**config.mk**
```make
export PLATFORM = sky130hd
export DESIGN_NAME = size_aware_lru_directory_top
export DESIGN_NICKNAME = d
export VERILOG_FILES = /design/src/rtl/core/salru_pkg.sv /design/src/rtl/core/salru_front.sv /design/src/rtl/core/salru_back.sv /design/src/rtl/core/size_aware_lru_directory_top.sv
export VERILOG_INCLUDE_DIRS = /design/src /design/src/rtl/core
export SDC_FILE = /design/constraint.sdc
export NUM_CORES = 2
export LEC_CHECK = 0
export BUFFER_PORTS_ARGS = -buffer_cell sky130_fd_sc_hd__buf_2
export CORE_MARGIN = 2
export CORE_UTILIZATION = 65
export DETAILED_ROUTE_END_ITERATION = 7
export PLACE_DENSITY = 0.9
export SLEW_MARGIN = 0
export SYNTH_ARGS = -nofsm -noshare
export SYNTH_HDL_FRONTEND = slang
export SYNTH_HIERARCHICAL = 1
export SYNTH_SLANG_ARGS = --single-unit
```
**constraint.sdc**
```tcl
create_clock -name aclk -period 22.8 [get_ports aclk]
set_clock_uncertainty 0.05 [all_clocks]
set_input_delay 2.28 -clock aclk [delete_from_list [all_inputs] [get_ports aclk]]
set_output_delay 2.28 -clock aclk [all_outputs]
set_load 0.01 [all_outputs]
```
**src/rtl/core/size_aware_lru_directory_top_macros.svh**
```systemverilog
// assertion macros for the size-aware lru directory
// used by size_aware_lru_directory_top; needs aclk and aresetn in scope
`ifndef SIZE_AWARE_LRU_DIRECTORY_TOP_MACROS_SVH
`define SIZE_AWARE_LRU_DIRECTORY_TOP_MACROS_SVH
`ifndef SYNTHESIS
`define SALRU_ASSERT_NOW(lbl, a, b) \
    lbl: assert property (@(posedge aclk) disable iff (!aresetn) (a) |-> (b)) \
        else $error("salru check failed");
`define SALRU_ASSERT_NEXT(lbl, a, b) \
    lbl: assert property (@(posedge aclk) disable iff (!aresetn) (a) |=> (b)) \
        else $error("salru check failed");
`else
`define SALRU_ASSERT_NOW(lbl, a, b)
`define SALRU_ASSERT_NEXT(lbl, a, b)
`endif
`endif

```
**src/rtl/core/salru_pkg.sv**
```systemverilog
// shared types and constants of the size-aware lru directory
// no dependencies
`timescale 1ns / 1ps
package salru_pkg;
    localparam int ENTRIES = 16;
    localparam int SLOT_W  = $clog2(ENTRIES);
    localparam int CNT_W   = $clog2(ENTRIES + 1);
    localparam int KEY_W   = 32;
    localparam int SIZE_W  = 24;
    localparam int ADDR_W  = 3;
    localparam logic [SIZE_W-1:0] CAP_RESET = SIZE_W'(65536);

    typedef enum logic [1:0] {
        CMD_LOOKUP = 2'd0,
        CMD_INSERT = 2'd1,
        CMD_CLEAR  = 2'd2,
        CMD_NONE   = 2'd3
    } cmd_t;

    typedef enum logic [2:0] {
        STAT_HIT      = 3'd0,
        STAT_MISS     = 3'd1,
        STAT_INSERTED = 3'd2,
        STAT_PRESENT  = 3'd3,
        STAT_TOOLARGE = 3'd4,
        STAT_CLEARED  = 3'd5,
        STAT_EVICTED  = 3'd6
    } status_t;

    typedef enum logic [2:0] {
        ST_IDLE,
        ST_MATCH,
        ST_DECIDE,
        ST_EVICT,
        ST_STORE
    } state_t;

    typedef struct packed {
        cmd_t              cmd;
        logic [KEY_W-1:0]  key;
        logic [SIZE_W-1:0] item_size;
    } item_t;

    typedef struct packed {
        status_t           status;
        logic [KEY_W-1:0]  key_out;
        logic [SLOT_W-1:0] slot;
        logic [SIZE_W-1:0] occupancy;
        logic              last;
    } result_t;
endpackage

```
**src/rtl/core/salru_front.sv**
```systemverilog
// front end: accepts request beats, drops unused commands, two-deep queue
// depends on salru_pkg
`timescale 1ns / 1ps
module salru_front import salru_pkg::*; (
    input  logic  aclk,
    input  logic  aresetn,
    input  logic  in_valid,
    output logic  in_ready,
    input  item_t in_item,
    output logic  q_valid,
    output item_t q_item,
    input  logic  q_pop
);
    item_t      buf_reg [2];
    logic       wr_ptr_reg, wr_ptr_next;
    logic       rd_ptr_reg, rd_ptr_next;
    logic [1:0] cnt_reg, cnt_next;
    logic       push;

    assign in_ready = (cnt_reg != 2'd2);
    assign push     = in_valid && in_ready && (in_item.cmd != CMD_NONE);
    assign q_valid  = (cnt_reg != 2'd0);
    assign q_item   = buf_reg[rd_ptr_reg];

    always_comb begin
        wr_ptr_next = push ? ~wr_ptr_reg : wr_ptr_reg;
        rd_ptr_next = q_pop ? ~rd_ptr_reg : rd_ptr_reg;
        cnt_next    = cnt_reg + 2'(push) - 2'(q_pop);
    end

    always_ff @(posedge aclk) begin
        if (!aresetn) begin
            wr_ptr_reg <= 1'b0;
            rd_ptr_reg <= 1'b0;
            cnt_reg    <= 2'd0;
        end else begin
            wr_ptr_reg <= wr_ptr_next;
            rd_ptr_reg <= rd_ptr_next;
            cnt_reg    <= cnt_next;
        end
    end

    always_ff @(posedge aclk) begin
        if (push) begin
            buf_reg[wr_ptr_reg] <= in_item;
        end
    end
endmodule

```
**src/rtl/core/salru_back.sv**
```systemverilog
// back end: tag table, recency ranks, byte count, eviction loop, result register
// depends on salru_pkg
`timescale 1ns / 1ps
module salru_back import salru_pkg::*; (
    input  logic              aclk,
    input  logic              aresetn,
    input  logic              q_valid,
    input  item_t             q_item,
    output logic              q_pop,
    input  logic [SIZE_W-1:0] capacity,
    output logic              out_valid,
    input  logic              out_ready,
    output result_t           out_res
);
    state_t              state_reg, state_next;
    item_t               cur_reg;
    logic [ENTRIES-1:0]  valid_reg;
    logic [KEY_W-1:0]    key_reg  [ENTRIES];
    logic [SIZE_W-1:0]   size_reg [ENTRIES];
    logic [SLOT_W-1:0]   rank_reg [ENTRIES];
    logic [CNT_W-1:0]    cnt_reg;
    logic [SIZE_W-1:0]   occ_reg;
    logic                hit_reg;
    logic [SLOT_W-1:0]   hit_slot_reg;
    logic                out_valid_reg;
    result_t             out_reg;

    logic [ENTRIES-1:0]  match;
    logic                any_match;
    logic [SLOT_W-1:0]   match_slot, old_slot, free_slot;
    logic                out_free, too_large, need_evict;
    logic [SIZE_W:0]     sum;
    logic [SIZE_W-1:0]   occ_evict, occ_store;
    logic [CNT_W-1:0]    cnt_m1;

    logic                emit, do_touch, do_clear, do_evict, do_store;
    result_t             res_next;

    always_comb begin
        match_slot = '0;
        old_slot   = '0;
        free_slot  = '0;
        for (int i = ENTRIES - 1; i >= 0; i--) begin
            match[i] = valid_reg[i] && (key_reg[i] == cur_reg.key);
            if (match[i]) begin
                match_slot = SLOT_W'(i);
            end
            if (valid_reg[i] && (rank_reg[i] == '0)) begin
                old_slot = SLOT_W'(i);
            end
            if (!valid_reg[i]) begin
                free_slot = SLOT_W'(i);
            end
        end
    end

    assign any_match  = |match;
    assign out_free   = !out_valid_reg || out_ready;
    assign too_large  = cur_reg.item_size > capacity;
    assign sum        = {1'b0, occ_reg} + {1'b0, cur_reg.item_size};
    // evict while over budget or every slot taken, unless table is empty
    assign need_evict = (cnt_reg != '0) &&
                        ((cnt_reg == CNT_W'(ENTRIES)) || (sum > {1'b0, capacity}));
    assign occ_evict  = (occ_reg >= size_reg[old_slot]) ? occ_reg - size_reg[old_slot] : '0;
    assign occ_store  = sum[SIZE_W] ? '1 : sum[SIZE_W-1:0];
    assign cnt_m1     = cnt_reg - CNT_W'(1);

    always_comb begin
        state_next = state_reg;
        unique case (state_reg)
            ST_IDLE: begin
                if (q_valid) state_next = ST_MATCH;
            end
            ST_MATCH: state_next = ST_DECIDE;
            ST_DECIDE: begin
                if (cur_reg.cmd == CMD_INSERT && !hit_reg && !too_large) begin
                    state_next = ST_EVICT;
                end else if (out_free) begin
                    state_next = ST_IDLE;
                end
            end
            ST_EVICT: begin
                if (!need_evict) state_next = ST_STORE;
            end
            ST_STORE: begin
                if (out_free) state_next = ST_IDLE;
            end
            default: state_next = ST_IDLE;
        endcase
    end

    always_comb begin
        q_pop    = 1'b0;
        emit     = 1'b0;
        do_touch = 1'b0;
        do_clear = 1'b0;
        do_evict = 1'b0;
        do_store = 1'b0;
        res_next = '{status: STAT_MISS, key_out: cur_reg.key, slot: '0,
                     occupancy: occ_reg, last: 1'b1};
        unique case (state_reg)
            ST_IDLE:  q_pop = q_valid;
            ST_MATCH: ;
            ST_DECIDE: begin
                if (out_free) begin
                    case (cur_reg.cmd)
                        CMD_LOOKUP: begin
                            emit     = 1'b1;
                            do_touch = hit_reg;
                            if (hit_reg) begin
                                res_next.status = STAT_HIT;
                                res_next.slot   = hit_slot_reg;
                            end
                        end
                        CMD_CLEAR: begin
                            emit               = 1'b1;
                            do_clear           = 1'b1;
                            res_next.status    = STAT_CLEARED;
                            res_next.occupancy = '0;
                        end
                        CMD_INSERT: begin
                            if (hit_reg) begin
                                emit            = 1'b1;
                                res_next.status = STAT_PRESENT;
                            end else if (too_large) begin
                                emit            = 1'b1;
                                res_next.status = STAT_TOOLARGE;
                            end
                        end
                        default: ;
                    endcase
                end
            end
            ST_EVICT: begin
                if (need_evict && out_free) begin
                    emit               = 1'b1;
                    do_evict           = 1'b1;
                    res_next.status    = STAT_EVICTED;
                    res_next.key_out   = key_reg[old_slot];
                    res_next.slot      = old_slot;
                    res_next.occupancy = occ_evict;
                    res_next.last      = 1'b0;
                end
            end
            ST_STORE: begin
                if (out_free) begin
                    emit               = 1'b1;
                    do_store           = 1'b1;
                    res_next.status    = STAT_INSERTED;
                    res_next.slot      = free_slot;
                    res_next.occupancy = occ_store;
                end
            end
            default: ;
        endcase
    end

    always_ff @(posedge aclk) begin
        if (!aresetn) begin
            state_reg     <= ST_IDLE;
            valid_reg     <= '0;
            cnt_reg       <= '0;
            occ_reg       <= '0;
            out_valid_reg <= 1'b0;
            for (int i = 0; i < ENTRIES; i++) begin
                rank_reg[i] <= '0;
            end
        end else begin
            state_reg <= state_next;
            if (emit) begin
                out_valid_reg <= 1'b1;
            end else if (out_ready) begin
                out_valid_reg <= 1'b0;
            end
            if (do_touch) begin
                // younger entries slide down, the hit becomes newest
                for (int i = 0; i < ENTRIES; i++) begin
                    if (valid_reg[i] && SLOT_W'(i) != hit_slot_reg &&
                        rank_reg[i] > rank_reg[hit_slot_reg]) begin
                        rank_reg[i] <= rank_reg[i] - 1'b1;
                    end
                end
                rank_reg[hit_slot_reg] <= cnt_m1[SLOT_W-1:0];
            end
            if (do_clear) begin
                valid_reg <= '0;
                cnt_reg   <= '0;
                occ_reg   <= '0;
                for (int i = 0; i < ENTRIES; i++) begin
                    rank_reg[i] <= '0;
                end
            end
            if (do_evict) begin
                for (int i = 0; i < ENTRIES; i++) begin
                    if (valid_reg[i] && SLOT_W'(i) != old_slot && rank_reg[i] != '0) begin
                        rank_reg[i] <= rank_reg[i] - 1'b1;
                    end
                end
                valid_reg[old_slot] <= 1'b0;
                rank_reg[old_slot]  <= '0;
                cnt_reg             <= cnt_m1;
                occ_reg             <= occ_evict;
            end
            if (do_store) begin
                valid_reg[free_slot] <= 1'b1;
                rank_reg[free_slot]  <= cnt_reg[SLOT_W-1:0];
                cnt_reg              <= cnt_reg + CNT_W'(1);
                occ_reg              <= occ_store;
            end
        end
    end

    always_ff @(posedge aclk) begin
        if (q_pop) begin
            cur_reg <= q_item;
        end
        if (state_reg == ST_MATCH) begin
            hit_reg      <= any_match;
            hit_slot_reg <= match_slot;
        end
        if (emit) begin
            out_reg <= res_next;
        end
        if (do_store) begin
            key_reg[free_slot]  <= cur_reg.key;
            size_reg[free_slot] <= cur_reg.item_size;
        end
    end

    assign out_valid = out_valid_reg;
    assign out_res   = out_reg;
endmodule

```
**src/rtl/core/size_aware_lru_directory_top.sv**
```systemverilog
// Size-aware lru directory of 16 slots under a programmable byte budget
// (capacity_bytes at address 0, reset 65536). A lookup or clear passes from
// the front queue through the idle, match and decide states to its result;
// an insert that misses and fits goes on through the evict and store states,
// set by the back end's sequencer that evicts the oldest entry one beat at a
// time. A two-deep request queue and a result register let the input side
// keep accepting while results wait. Command 3 is dropped without a result.
// depends on salru_pkg, salru_front, salru_back and the assertion macro header
`timescale 1ns / 1ps
`include "size_aware_lru_directory_top_macros.svh"
module size_aware_lru_directory_top import salru_pkg::*; (
    input  logic              aclk,
    input  logic              aresetn,
    input  logic              psel,
    input  logic              penable,
    input  logic              pwrite,
    input  logic [ADDR_W-1:0] paddr,
    input  logic [31:0]       pwdata,
    output logic [31:0]       prdata,
    output logic              pready,
    input  logic              s_valid,
    output logic              s_ready,
    input  logic [1:0]        s_cmd,
    input  logic [KEY_W-1:0]  s_key,
    input  logic [SIZE_W-1:0] s_item_size,
    output logic              m_valid,
    input  logic              m_ready,
    output logic [2:0]        m_status,
    output logic [KEY_W-1:0]  m_key_out,
    output logic [SLOT_W-1:0] m_slot,
    output logic [SIZE_W-1:0] m_occupancy,
    output logic              m_last
);
    logic [SIZE_W-1:0] capacity_reg;
    item_t             in_item, q_item;
    logic              q_valid, q_pop;
    result_t           res;
    logic              no_slot_beat;

    assign pready = 1'b1;
    assign prdata = (paddr[ADDR_W-1] == 1'b0) ? 32'(capacity_reg) : '0;

    always_ff @(posedge aclk) begin
        if (!aresetn) begin
            capacity_reg <= CAP_RESET;
        end else if (psel && penable && pwrite && paddr[ADDR_W-1] == 1'b0) begin
            capacity_reg <= pwdata[SIZE_W-1:0];
        end
    end

    assign in_item = '{cmd: cmd_t'(s_cmd), key: s_key, item_size: s_item_size};

    salru_front u_front (
        .aclk     (aclk),
        .aresetn  (aresetn),
        .in_valid (s_valid),
        .in_ready (s_ready),
        .in_item  (in_item),
        .q_valid  (q_valid),
        .q_item   (q_item),
        .q_pop    (q_pop)
    );

    salru_back u_back (
        .aclk      (aclk),
        .aresetn   (aresetn),
        .q_valid   (q_valid),
        .q_item    (q_item),
        .q_pop     (q_pop),
        .capacity  (capacity_reg),
        .out_valid (m_valid),
        .out_ready (m_ready),
        .out_res   (res)
    );

    assign m_status    = res.status;
    assign m_key_out   = res.key_out;
    assign m_slot      = res.slot;
    assign m_occupancy = res.occupancy;
    assign m_last      = res.last;

    assign no_slot_beat = m_valid && (m_status == STAT_MISS || m_status == STAT_PRESENT ||
                                      m_status == STAT_TOOLARGE || m_status == STAT_CLEARED);

    `SALRU_ASSERT_NOW(a_evict_not_last, m_valid && m_status == STAT_EVICTED, !m_last)
    `SALRU_ASSERT_NOW(a_clear_empty, m_valid && m_status == STAT_CLEARED, m_occupancy == '0)
    `SALRU_ASSERT_NOW(a_no_slot, no_slot_beat, m_slot == '0)
    `SALRU_ASSERT_NEXT(a_pop_match, q_pop, !q_pop)
endmodule
```
==> impl_summary.log <==
INFO  metric run_status = finished, violations left
INFO  metric violations = design-rule violations, max-capacitance violations, max-slew violations
INFO  metric synth-edff-count = 1,203
INFO  metric detail_route.vias_per_cell = 6.934
INFO  metric die-width = 315.5 um
INFO  metric clkLatencyLatePin = 760 ps
INFO  metric dr.pass1.iters = 8
INFO  metric grt_first_pass_wirelength = 280.6 mm
INFO  metric grt_antenna_before_repair = 18
INFO  metric drt_iter0_drc = 8,422
INFO  metric largest_net_degree_at_the_start_of_global_routing = 175
INFO  metric die-height = 315.5 um
INFO  metric io_pins = 199
INFO  metric finalWeightedCongestion = 0.9893
INFO  metric hold_depth = 2
INFO  metric fin_setup_tns = 0 ps
INFO  metric synthesized_area_divided_by_synthesized_cell_count = 11.97 um2
INFO  metric post_synth_num_cell_types = 99
INFO  metric critPathRequiredTime = 23,330 ps
INFO  metric worst_setup_path_end_kind = register
INFO  metric hp-start = capacity_reg[9]$_SDFFE_PN0P_
INFO  metric grt_setup_unrepaired = false
INFO  metric die_area = 0.09952 mm2
INFO  metric grt.total_usage = 38.08%
INFO  metric grt_overflow_total = 0
INFO  metric rows = 114
INFO  metric drv.max_cap_violation_count = 1
INFO  metric setup_viol_count_final = 0
INFO  metric final_layout_size_suffix_gt1_share = 11.48%
INFO  metric regToRegStartpoint = u_back/rank_reg[7][0]$_DFFE_PP_
INFO  metric ir_worst_vdd = 0.1008 mV
INFO  metric core_area = 0.09642 mm2
INFO  metric vias = 47,050
INFO  metric fillers = 5,923
INFO  metric cts_sinks = 1,281
INFO  metric yosysSeqAreaShare = 59.76%
INFO  metric final_hold_viol_count = 0
INFO  metric dpl.hpwl = 118.4 mm
INFO  metric fin_crit = 8158 ps
INFO  metric worstPathMaxFanout = 68
INFO  metric mappedNetlistArea = 0.06306 mm2
INFO  metric commonest_cells_after_routing_fill_and_taps_aside = sky130_fd_sc_hd__edfxtp_1 (1,203), sky130_fd_sc_hd__nand2_1 (935), sky130_fd_sc_hd__xnor2_1 (453), sky130_fd_sc_hd__nand3_1 (258), sky130_fd_sc_hd__ha_1 (196)
INFO  metric p_leak = 0.02468 uW
INFO  metric clockBufferDepth = 3
INFO  metric max_clock_freq = 122.6 MHz
INFO  metric worst-r2r-setup-slack = 14,640 ps
INFO  metric final_nets = 5,700
INFO  metric tritoncts = yes
INFO  metric flip_flop_count_of_the_largest_register_all_copies_and_words_added = 512
INFO  metric maxSlewHeadroom = -0.04331%
INFO  metric synth_ff_type = sky130_fd_sc_hd__edfxtp_1
INFO  metric crit_arrival = 8690 ps
INFO  metric min-delay-path-class = reg -> reg
INFO  metric clock_tree.htree_level_count = 4
INFO  metric yosys_register_bits = 1,281
INFO  metric mostFrequentLayoutCell = sky130_fd_sc_hd__edfxtp_1
INFO  metric postSynthCellCount = 5,268
INFO  metric area_growth = 10.49%
INFO  metric cts_buffers = 132
INFO  metric layout.cell_area.non_filler = 0.06967 mm2
INFO  metric pwrdens = 93.96 mW/mm2
INFO  metric yosys_warnings = 6
INFO  metric resized_gates_after_cts = 0
INFO  metric cts.reportedPaths.clkPinSlew = 60 ps
INFO  metric worst-setup-path-type = reg -> reg
INFO  metric worst-slew-pin-transition = 1497 ps
INFO  metric worst_r2r_endpoint = u_back/out_res[23]$_DFFE_PP_
INFO  metric vias_in_the_first_global_route = 45,778
INFO  metric worst_setup_path_start_kind = register
INFO  metric timing_max_transition_violations_final = 1
INFO  metric worst_r2r_path_depth = 22
INFO  metric timing.hold.worst_endpoint = capacity_reg[9]$_SDFFE_PN0P_
INFO  metric final_min_period_over_clock_period = 35.78%
INFO  metric register_area = 0.03769 mm2
INFO  metric cts_hold_buffers = 0
INFO  metric cts_post_setup_buffers_inserted = 0
INFO  metric multi_input_area = 0.02399 mm2
INFO  metric clock_tree.root_cell = sky130_fd_sc_hd__clkbuf_16
INFO  metric fin_hold_ws = 419.1 ps
INFO  metric detail-route-antenna-nets = 0
INFO  metric post_drt_wl_per_cell = 28.41 um
INFO  metric io_buffer_count = 179
INFO  metric async_s_r_ff_share_synth = 0%
INFO  metric initial_core_util = 65.40%
INFO  metric detail_route.drc_violations = 6
INFO  metric routed_wirelength = 192.8 mm
INFO  metric detailed_place.area = 0.06550 mm2
-- cell usage after synthesis (56+ instances only) --
| master | n | area (um2) |
|---|---|---|
| sky130_fd_sc_hd__inv_1 | 105 | 394.1 |
| sky130_fd_sc_hd__nor4_1 | 56 | 350.3 |
| sky130_fd_sc_hd__ha_1 | 196 | 2452 |
| sky130_fd_sc_hd__clkbuf_1 | 244 | 915.9 |
| sky130_fd_sc_hd__a31oi_1 | 112 | 700.7 |
| sky130_fd_sc_hd__and3_1 | 85 | 531.8 |
| sky130_fd_sc_hd__edfxtp_1 | 1203 | 36120 |
| sky130_fd_sc_hd__nand2_1 | 936 | 3513 |
| sky130_fd_sc_hd__nand3_1 | 258 | 1291 |
| sky130_fd_sc_hd__nand4_1 | 142 | 888.4 |
| sky130_fd_sc_hd__xor2_1 | 136 | 1191 |
| sky130_fd_sc_hd__xnor2_1 | 453 | 3968 |
| sky130_fd_sc_hd__a21oi_1 | 133 | 665.6 |
| sky130_fd_sc_hd__dfxtp_1 | 78 | 1562 |
| sky130_fd_sc_hd__nor2_1 | 138 | 518.0 |
| sky130_fd_sc_hd__mux2_2 | 59 | 664.4 |
| sky130_fd_sc_hd__o22ai_1 | 73 | 456.7 |
| sky130_fd_sc_hd__mux2i_1 | 111 | 1111 |
| sky130_fd_sc_hd__o21ai_0 | 89 | 445.4 |
-- layer usage --
metal | vias up | global-route usage, % | routed length, um
met1 | 22287 | 48.73 | 64280
li1 | 19675 | - | -
met3 | 893 | 12.54 | 31250
met4 | 22 | 21.80 | 12560
met5 | - | 0 | 141
met2 | 4173 | 57.37 | 84530
-- area by class of cell --
| cell class | instances | share of cell area (%) |
|---|---|---|
| Sequential cell | 1281 | 54.09 |
| Timing Repair Buffer | 299 | 2.618 |
| Inverter | 107 | 0.5764 |
| Multi-Input combinational cell | 3581 | 34.43 |
| Clock inverter | 67 | 0.9410 |
| Antenna cell | 5 | 0.01796 |
| Clock buffer | 169 | 5.030 |
| Tap cell | 1276 | 2.291 |
-- power breakdown --
group / internal, uW / total (uW) / switching [uW]
combinational: 474 / 1460 / 985
clock: 1180 / 2110 / 930
sequential: 2880 / 2980 / 99.1
-- worst max-delay path by stage --
| stage | startpoint | to | slack [ps] |
|---|---|---|---|
| after detailed placement | u_back/rank_reg[7][0]$_DFFE_PP_ | u_back/out_res[23]$_DFFE_PP_ | 15060 |
| after floorplan | u_back/state_reg[0]$_SDFFE_PN0P_ | u_front/cnt_reg[1]$_SDFF_PN0_ | 14330 |
| after CTS | u_back/rank_reg[7][0]$_DFFE_PP_ | u_back/out_res[23]$_DFFE_PP_ | 14900 |
| final | u_back/rank_reg[7][0]$_DFFE_PP_ | u_back/out_res[23]$_DFFE_PP_ | 14640 |
| after global placement | u_back/rank_reg[7][0]$_DFFE_PP_ | u_back/out_res[23]$_DFFE_PP_ | 15150 |
| after global routing | u_back/rank_reg[15][0]$_DFFE_PP_ | u_back/out_res[8]$_DFFE_PP_ | 14310 |
-- stage by stage --
step / setup slack, ps / total power (uW) / util, % / instances
after floorplan: 14330 / 3900 / - / 5275
after global placement: 15150 / 4349 / 67.93 / 6544
after detailed placement: 15060 / 4403 / 67.93 / 6544
after CTS: 14900 / 6490 / 72.24 / 6780
after global routing: 14310 / 6710 / 72.25 / 6782
final: 14640 / 6546 / 72.26 / 6785
-- worst max-delay path, cell delays in order (launching register included) --
cell	delay, ps
sky130_fd_sc_hd__edfxtp_1	450
sky130_fd_sc_hd__inv_1	140
sky130_fd_sc_hd__ha_1	180
sky130_fd_sc_hd__nor4bb_1	790
sky130_fd_sc_hd__o21bai_1	150
sky130_fd_sc_hd__a21oi_1	170
sky130_fd_sc_hd__o21a_1	340
sky130_fd_sc_hd__nor2_1	120
sky130_fd_sc_hd__nor2_4	780
sky130_fd_sc_hd__buf_4	800
sky130_fd_sc_hd__nand2_1	100
sky130_fd_sc_hd__and3_1	210
sky130_fd_sc_hd__a311oi_1	430
sky130_fd_sc_hd__nor4_1	200
sky130_fd_sc_hd__ha_1	440
sky130_fd_sc_hd__nand2_1	100
sky130_fd_sc_hd__nor3_1	440
sky130_fd_sc_hd__nand3_1	170
sky130_fd_sc_hd__o41ai_1	410
sky130_fd_sc_hd__o31ai_1	140
sky130_fd_sc_hd__a21oi_2	800
sky130_fd_sc_hd__nand2_1	240
sky130_fd_sc_hd__nand3_1	230
-- logic make-up (layout without fill, tap and decap cells) --
logic type                 count (synthesis)  count (layout)  share of synthesized area [%]
adders and majority gates                198             198                          3.953
xor gates and xnor gates                 589             589                          8.181
DFF                                     1281            1281                          59.76
muxes                                    192             192                          3.583
buffers and inverters                    413             642                          2.637
AOI/OAI and AO/OA                        712             712                          7.742
other                                      2              14                        0.01191
and+or+nand+nor                         1881            1881                          14.13
Note: power is estimated with default switching activity, not from simulation.
